**src/hdl/avs_pkg.sv**
```systemverilog
package avs_pkg;

  localparam int VALUE_W       = 32;
  localparam int MAX_ITEMS_DEF = 32;

  typedef logic signed [VALUE_W-1:0] value_t;

  typedef enum logic [1:0] {
    CELL_HOLD,
    CELL_INSERT,
    CELL_SHIFT
  } cell_mode_t;

  typedef enum logic {
    ST_COLLECT,
    ST_DRAIN
  } avs_state_t;

  // what one cell shows to its neighbors
  typedef struct packed {
    value_t value;
    logic   valid;
    logic   gt;
  } cell_link_t;

endpackage

```
**src/hdl/avs_in_if.sv**
```systemverilog
interface avs_in_if;
  import avs_pkg::*;

  logic   valid;
  logic   ready;
  value_t sample_value;
  logic   last_value;

  modport source (output valid, output sample_value, output last_value, input ready);
  modport sink   (input valid, input sample_value, input last_value, output ready);
endinterface

```
**src/hdl/avs_out_if.sv**
```systemverilog
interface avs_out_if;
  import avs_pkg::*;

  logic   valid;
  logic   ready;
  value_t sorted_value;
  logic   last_sorted;
  logic   overflow_seen;

  modport source (output valid, output sorted_value, output last_sorted,
                  output overflow_seen, input ready);
  modport sink   (input valid, input sorted_value, input last_sorted,
                  input overflow_seen, output ready);
endinterface

```
**src/hdl/ascending_value_sorter.sv**
```systemverilog
// Stable ascending sorter built as an insertion chain of MAX_ITEMS cells. While a set is
// collected one value is taken every cycle and dropped straight into its sorted place; the
// value marked last closes the set, and from the next cycle the set leaves smallest first,
// one result per cycle from the head cell while the consumer is ready. No input is taken
// during that drain. Values beyond MAX_ITEMS are dropped and every result of that set then
// carries overflow_seen.
module ascending_value_sorter #(
  parameter int MAX_ITEMS = avs_pkg::MAX_ITEMS_DEF
) (
  input logic      clk,
  input logic      rst_n,
  avs_in_if.sink   in_ch,
  avs_out_if.source out_ch
);
  import avs_pkg::*;

  avs_state_t state_r, state_nxt;
  logic       overflow_r, overflow_nxt;
  cell_mode_t mode;
  cell_link_t links [MAX_ITEMS];
  cell_link_t edge_link;
  logic       in_xfer, out_xfer, full;

  assign edge_link = '{value: '0, valid: 1'b0, gt: 1'b0};
  assign full      = links[MAX_ITEMS-1].valid;
  assign in_xfer   = in_ch.valid && in_ch.ready;
  assign out_xfer  = out_ch.valid && out_ch.ready;

  for (genvar i = 0; i < MAX_ITEMS; i++) begin : g_cell
    cell_link_t left_l, right_l;
    if (i == 0) begin : g_head
      assign left_l = edge_link;
    end else begin : g_mid
      assign left_l = links[i-1];
    end
    if (i == MAX_ITEMS - 1) begin : g_tail
      assign right_l = edge_link;
    end else begin : g_body
      assign right_l = links[i+1];
    end
    avs_cell u_cell (
      .clk        (clk),
      .rst_n      (rst_n),
      .mode       (mode),
      .sample     (in_ch.sample_value),
      .left_link  (left_l),
      .right_link (right_l),
      .link       (links[i])
    );
  end

  // next state
  always_comb begin
    state_nxt    = state_r;
    overflow_nxt = overflow_r;
    unique case (state_r)
      ST_COLLECT: begin
        if (in_xfer) begin
          if (full) overflow_nxt = 1'b1;
          if (in_ch.last_value) state_nxt = ST_DRAIN;
        end
      end
      ST_DRAIN: begin
        if (out_xfer && out_ch.last_sorted) begin
          state_nxt    = ST_COLLECT;
          overflow_nxt = 1'b0;
        end
      end
      default: state_nxt = ST_COLLECT;
    endcase
  end

  // outputs
  always_comb begin
    in_ch.ready          = 1'b0;
    out_ch.valid         = 1'b0;
    mode                 = CELL_HOLD;
    unique case (state_r)
      ST_COLLECT: begin
        in_ch.ready = 1'b1;
        if (in_ch.valid && !full) mode = CELL_INSERT;
      end
      ST_DRAIN: begin
        out_ch.valid = 1'b1;
        if (out_ch.ready) mode = CELL_SHIFT;
      end
      default: ;
    endcase
  end

  assign out_ch.sorted_value  = links[0].value;
  assign out_ch.last_sorted   = !links[1].valid;
  assign out_ch.overflow_seen = overflow_r;

  always_ff @(posedge clk) begin
    if (!rst_n) begin
      state_r    <= ST_COLLECT;
      overflow_r <= 1'b0;
    end else begin
      state_r    <= state_nxt;
      overflow_r <= overflow_nxt;
    end
  end

  a_no_overlap: assert property (@(posedge clk) disable iff (!rst_n)
    !(in_ch.ready && out_ch.valid))
    else $error("input and output open at once");

  a_head_filled: assert property (@(posedge clk) disable iff (!rst_n)
    out_ch.valid |-> links[0].valid)
    else $error("result offered from an empty head cell");

  a_back_to_collect: assert property (@(posedge clk) disable iff (!rst_n)
    (out_xfer && out_ch.last_sorted) |=> (in_ch.ready && !overflow_r && !links[0].valid))
    else $error("set did not close cleanly");

  a_last_starts_drain: assert property (@(posedge clk) disable iff (!rst_n)
    (in_xfer && in_ch.last_value) |=> out_ch.valid)
    else $error("no drain after last value");

endmodule

```
**src/hdl/avs_cell.sv**
```systemverilog
module avs_cell (
  input  logic                clk,
  input  logic                rst_n,
  input  avs_pkg::cell_mode_t mode,
  input  avs_pkg::value_t     sample,
  input  avs_pkg::cell_link_t left_link,
  input  avs_pkg::cell_link_t right_link,
  output avs_pkg::cell_link_t link
);
  import avs_pkg::*;

  value_t value_r, value_nxt;
  logic   valid_r, valid_nxt;
  logic   gt;

  // empty cells count as larger than anything; strict compare keeps ties in arrival order
  assign gt = !valid_r || (value_r > sample);

  always_comb begin
    value_nxt = value_r;
    valid_nxt = valid_r;
    unique case (mode)
      CELL_HOLD: ;
      CELL_INSERT: begin
        if (gt) begin
          if (left_link.gt) begin
            value_nxt = left_link.value;
            valid_nxt = left_link.valid;
          end else begin
            value_nxt = sample;
            valid_nxt = 1'b1;
          end
        end
      end
      CELL_SHIFT: begin
        value_nxt = right_link.value;
        valid_nxt = right_link.valid;
      end
      default: ;
    endcase
  end

  always_ff @(posedge clk) begin
    value_r <= value_nxt;
    if (!rst_n) begin
      valid_r <= 1'b0;
    end else begin
      valid_r <= valid_nxt;
    end
  end

  assign link.value = value_r;
  assign link.valid = valid_r;
  assign link.gt    = gt;

endmodule

```
**src/flat_wrapper.sv**
```systemverilog
// flat-port wrapper written by rule: the top's interface ports become plain ports
module ascending_value_sorter_flat import avs_pkg::*;
#(
  parameter int MAX_ITEMS = avs_pkg::MAX_ITEMS_DEF
)
  (clk, rst_n, in_ch_valid, in_ch_sample_value, in_ch_last_value, in_ch_ready, out_ch_valid, out_ch_sorted_value, out_ch_last_sorted, out_ch_overflow_seen, out_ch_ready);
  avs_in_if in_ch_i ();
  avs_out_if out_ch_i ();
  input logic clk;
  input logic rst_n;
  input wire logic [$bits(in_ch_i.valid)-1:0] in_ch_valid;
  input wire logic [$bits(in_ch_i.sample_value)-1:0] in_ch_sample_value;
  input wire logic [$bits(in_ch_i.last_value)-1:0] in_ch_last_value;
  output wire logic [$bits(in_ch_i.ready)-1:0] in_ch_ready;
  output wire logic [$bits(out_ch_i.valid)-1:0] out_ch_valid;
  output wire logic [$bits(out_ch_i.sorted_value)-1:0] out_ch_sorted_value;
  output wire logic [$bits(out_ch_i.last_sorted)-1:0] out_ch_last_sorted;
  output wire logic [$bits(out_ch_i.overflow_seen)-1:0] out_ch_overflow_seen;
  input wire logic [$bits(out_ch_i.ready)-1:0] out_ch_ready;
  assign in_ch_i.valid = in_ch_valid;
  assign in_ch_i.sample_value = in_ch_sample_value;
  assign in_ch_i.last_value = in_ch_last_value;
  assign in_ch_ready = in_ch_i.ready;
  assign out_ch_valid = out_ch_i.valid;
  assign out_ch_sorted_value = out_ch_i.sorted_value;
  assign out_ch_last_sorted = out_ch_i.last_sorted;
  assign out_ch_overflow_seen = out_ch_i.overflow_seen;
  assign out_ch_i.ready = out_ch_ready;
  ascending_value_sorter #(.MAX_ITEMS(MAX_ITEMS)) u_core (.clk(clk), .rst_n(rst_n), .in_ch(in_ch_i), .out_ch(out_ch_i));
endmodule
```
**config.mk**
```make
export PLATFORM = sky130hd
export DESIGN_NAME = ascending_value_sorter_flat
export DESIGN_NICKNAME = d
export VERILOG_FILES = /design/src/hdl/avs_pkg.sv /design/src/hdl/avs_in_if.sv /design/src/hdl/avs_out_if.sv /design/src/hdl/ascending_value_sorter.sv /design/src/hdl/avs_cell.sv /design/src/flat_wrapper.sv
export SDC_FILE = /design/constraint.sdc
export NUM_CORES = 2
export LEC_CHECK = 0
export CAP_MARGIN = 40
export CELL_PAD_IN_SITES_DETAIL_PLACEMENT = 0
export CELL_PAD_IN_SITES_GLOBAL_PLACEMENT = 1
export CORE_UTILIZATION = 52
export CTS_CLUSTER_SIZE = 10
export DETAILED_ROUTE_END_ITERATION = 10
export DONT_BUFFER_PORTS = 1
export GPL_ROUTABILITY_DRIVEN = 0
export PLACE_DENSITY = 0.9
export SETUP_SLACK_MARGIN = 0.5
export SLEW_MARGIN = 10
export SYNTH_ARGS = -nofsm -noshare
export SYNTH_HDL_FRONTEND = slang
export SYNTH_HIERARCHICAL = 1
export SYNTH_SLANG_ARGS = --single-unit
```
**constraint.sdc**
```tcl
create_clock -name clk -period 9.43 [get_ports clk]
set_input_delay 1.886 -clock clk [delete_from_list [all_inputs] [get_ports clk]]
set_output_delay 1.886 -clock clk [all_outputs]
set_load 0.005 [all_outputs]
```
=== Word-level counts from Yosys, hierarchy flattened ===
Cells that the tools add are included.

* Flip-flop bits (word level): 1058
* Bits of input ports: 37
* Output and inout port bits: 36
* Word-level logic and storage cells: 441

* Magnitude comparators: 32
* Equal/unequal tests: 37
* Multiplexer cells: 203
* Bitwise operators: 1
* Reduce and logical (&&, ||, !) cells: 102

{| class="wikitable"
|+ Operators with widths
! operator !! number
|-
| one-hot mux 32 bit (2 select lines) || 32
|-
| two-way mux 32 bit || 63
|-
| greater-than comparator 32 bit || 32
|-
| two-way mux 1 bit || 72
|-
| != test 2 bit, second input constant || 34
|-
| one-hot mux 1 bit (2 select lines) || 34
|-
| AND reduction 2 bit || 32
|-
| zero test 1 bit || 32
|-
| logical OR 1 bit || 32
|-
| logical AND 1 bit || 4
|-
| one-hot mux 2 bit (2 select lines) || 1
|-
| AND reduction 3 bit || 1
|-
| equality test 2 x 1 -> 1 bit, second input constant || 1
|-
| equality test 2 bit, second input constant || 1
|-
| two-way mux 2 bit || 1
|-
| != test 2 x 1 -> 1 bit, second input constant || 1
|-
| nonzero test 2 bit || 1
|-
| NOT 1 bit || 1
|}

=== Logic depth before layout (Yosys ltp) ===
* Word-level depth: 7
* Gate-level depth with buffers: 15
* Gate-level depth less buffers: 13

=== Modules after synthesis ===
The synthesis kept the hierarchy.

{| class="wikitable"
|+ By module, submodules not included
! module !! instances !! cells an instance !! area each (um2) !! sequential area each (um2)
|-
| avs_cell || 32 || 271 || 2548.7 || 980.9
|-
| ascending_value_sorter || 1 || 14 || 106.4 || 40.0
|}

=== Worst setup path after synthesis ===
No wires, ideal clock.

* Path kind: input to register
* Start point: input port in_ch_valid
* End point: register u_core.g_cell[0].u_cell.value_r[0], enable pin
* Library setup time: 0.440 ns
* Arrival: 6.760 ns
* Required time: 8.990 ns
* Slack: 2.230 ns
* Stages: 5
* Path buffers: 0
* Path through: nor2b_2 -> nor2b_1 -> nor2b_1 -> o22ai_1 -> a41oi_1

* Longest elaborated chain between the ends: 6
* Elaborated cells on any way between the ends: 8
* Classes of those cells: eq/ne (3); mux (2); reduce/logical (3)

{| class="wikitable"
|+ RTL lines
! element !! RTL line !! source
|-
| start: declaration || flat_wrapper.sv:11 || <nowiki>input wire logic [$bits(in_ch_i.valid)-1:0] in_ch_valid;</nowiki>
|-
| logical AND 1 bit * || ascending_value_sorter.sv:81 || <nowiki>if (in_ch.valid && !full) mode = CELL_INSERT;</nowiki>
|-
| two-way mux 1 bit * || ascending_value_sorter.sv:81 ||
|-
| one-hot mux 2 bit (2 select lines) * || ascending_value_sorter.sv:78 || <nowiki>unique case (state_r)</nowiki>
|-
| net u_core.mode[0] || ascending_value_sorter.sv:19 || <nowiki>cell_mode_t mode;</nowiki>
|-
| equality test 2 x 1 -> 1 bit / equality test 2 bit (equally long branches) || avs_cell.sv:22 || <nowiki>unique case (mode)</nowiki>
|-
| != test 2 bit (no source line) / nonzero test 2 bit (equally long branches) || -- ||
|-
| AND reduction 2 bit (no source line) * || -- ||
|-
| end signal: assignment || avs_cell.sv:44 || <nowiki>value_r <= value_nxt;</nowiki>
|-
| end: declaration || avs_cell.sv:12 || <nowiki>value_t value_r, value_nxt;</nowiki>
|}

Mark *: on every way through the listed nets, which the timed path passes. The rest lies on a longest branch.
A chain may end at the register's enable or synchronous reset.

==> metrics.cfg <==
[run_status]
status = complete, no violations

[setup_path]
r2r-start = u_core/state_r
cpPeakStageDelay_ns = 0.69
timing.rr.end = u_core/g_cell[1].u_cell/value_r[23]
path_cells = inv_1 > ha_1 > nand4_1 > nor4_1 > a2111o_1 > a21oi_2 > a31oi_4 > buf_4 > nand2b_1 > a22oi_1 > a21boi_1 > a21boi_0 > a31o_1
cp_top_family = compound AO/OA/AOI/OAI gates
cpMaxStageDelayCell = a31oi_4
r2r_cells = 7
critical_path_class = in2reg
path_buf_inv = 2
start_kind = input port
critPathArrivalTime_ns = 5.29
regToRegSetupSlack_ns = 5.49
worst_ep_required_time_ns = 10.08
endpoint_kind = flip-flop
cp_max_fo = 64

[cts]
cts_setup_buffers = 0
numCtsBuffers = 130
clk_pin_slew_worst_paths_ns = 0.06
cts-hold-fix-buffers = 0
cts_resized = 0
h-tree-depth = 4
clockBufferDepth = 3
tritoncts = done
clockRootBuffer = clkbuf_16
clock_sinks = 1058
clock_latency_ns = 0.78

[grt]
antenna_found_initial = 6
grtUsageTotal_pct = 27.7
grtUsageMet1_pct = 34.9
use_met3_pct = 4.41
grt_pass1_vias = 66295
grt_max_degree = 129
gr-total-overflow = 0
grt_pass1_wl_mm = 353
grt-busiest-layer = met2
grt_use_met2_pct = 48.1

[die]
start_util_pct = 52.3
num_rows = 145
pin_count = 73
die_x_um = 398
die_area_um2 = 159000
die_y_um = 398
core_um2 = 156000

[route]
dr.pass1.iters = 6
drt_wl_total_mm = 225
drt-wirelength-per-cell_um = 21.0
drt_iter0_drc = 5902
postRouteAntennaNets = 0
viasPerCell = 6.05
vias = 64857
drc = 0

[placed_design]
port_buffers = 0
post_dp_cell_area_um2 = 84100
dpl.hpwl_mm = 158
place_ws_ns = 4.02

[cells_and_area]
design_area_um2 = 87900
layout-drive-gt1-share_pct = 4.79
fillers = 13518
fin_util_pct = 56.3
nNetsFinal = 9633
final_common_cell = nand2_1
most-common-layout-cells = nand2_1, o21ai_0, inv_1
syn_to_final_growth_pct = 7.61

[synthesis]
ys_warn_count = 6
postSynthAreaPerCell_um2 = 9.40
syn_area_um2 = 81600
postSynthCellCount = 8683

[power_and_ir_drop]
p_leak_nw = 42.8
vdd_ir_drop_max_mv = 0.196
p_total_mw = 13.7
power_density_nw_per_um2 = 156

[sta]
period_needed_ns = 4.64
fin_crit_sh_pct = 49.2
rsz0062_at_grt = no
worstMarginPinSlew_ns = 0.885
relSlewSlack_pct = 41.0
setup-tns-final_ns = 0
max_freq_ghz = 0.215
fin_ws_ns = 4.79
skew_ns = 0.0246
final_hold_viol_count = 0
setup_viol = 0
slew_viol_final = 0

[hold_path]
min_path_cells = 2
hold_path_startpoint = u_core/out_ch.overflow_seen
hp-class = reg2reg
hold_end = u_core/out_ch.overflow_seen

[job]
maxCapViolCount = 0

## report_power, final
part	total [mW]	internal, mW	switching [mW]
combinational	2.56	1.06	1.51
sequential	6.48	5.90	0.579
clock	4.64	2.64	2.01
## worst register-to-register path, cell delays in order (launching register included)
cell	delay, ns
dfxtp_1	0.42
and2_4	0.70
buf_4	0.54
and2b_2	0.22
buf_4	0.49
o22ai_1	0.24
a41oi_4	0.62
buf_4	0.38
## metal layers
layer	vias up	wire length (µm)
met3	493	13800
met5	-	14
met1	31430	93900
met4	2	5940
met2	2081	111000
li1	30851	-
## worst max-delay path by stage
stage / startpoint / to / slack, ns / depth (start not counted)
floorplan: in_ch_valid / u_core/g_cell[0].u_cell/value_r[0] / 2.23 / 5
global placement: out_ch_ready / u_core/g_cell[19].u_cell/value_r[18] / 4.14 / 7
detailed placement: out_ch_ready / u_core/g_cell[19].u_cell/value_r[19] / 4.02 / 7
CTS: out_ch_ready / u_core/g_cell[19].u_cell/value_r[20] / 4.83 / 7
global route: in_ch_sample_value[14] / u_core/g_cell[21].u_cell/valid_r / 4.66 / 13
finish: in_ch_sample_value[14] / u_core/g_cell[21].u_cell/valid_r / 4.79 / 13
## layout make-up
cell class	instances	area, µm²	share of cell area [%]
multi-input cells	6185	45200	51.4
flip-flops and latches	1058	31400	35.8
inverters	1091	4100	4.66
clock buffers	197	3630	4.13
well taps	2058	2570	2.93
repair buffers	106	846	0.963
clock inverters	23	125	0.142
diodes	1	2.50	0.00285
## state kept, by name, indices dropped and copies added, names as in the netlist
signal,cells
u_core/g_cell.u_cell/valid_r,32
u_core/g_cell.u_cell/value_r,1024
u_core/out_ch.overflow_seen,1
u_core/state_r,1
## per-stage QoR
step                hold slack, ns  instances
finish                       0.554      10719
global route                 0.578      10719
CTS                          0.551      10717
detailed placement           0.545      10497
global placement             0.516      10491
floorplan                    0.498       8749
Note: power is estimated with default switching activity, not from simulation.
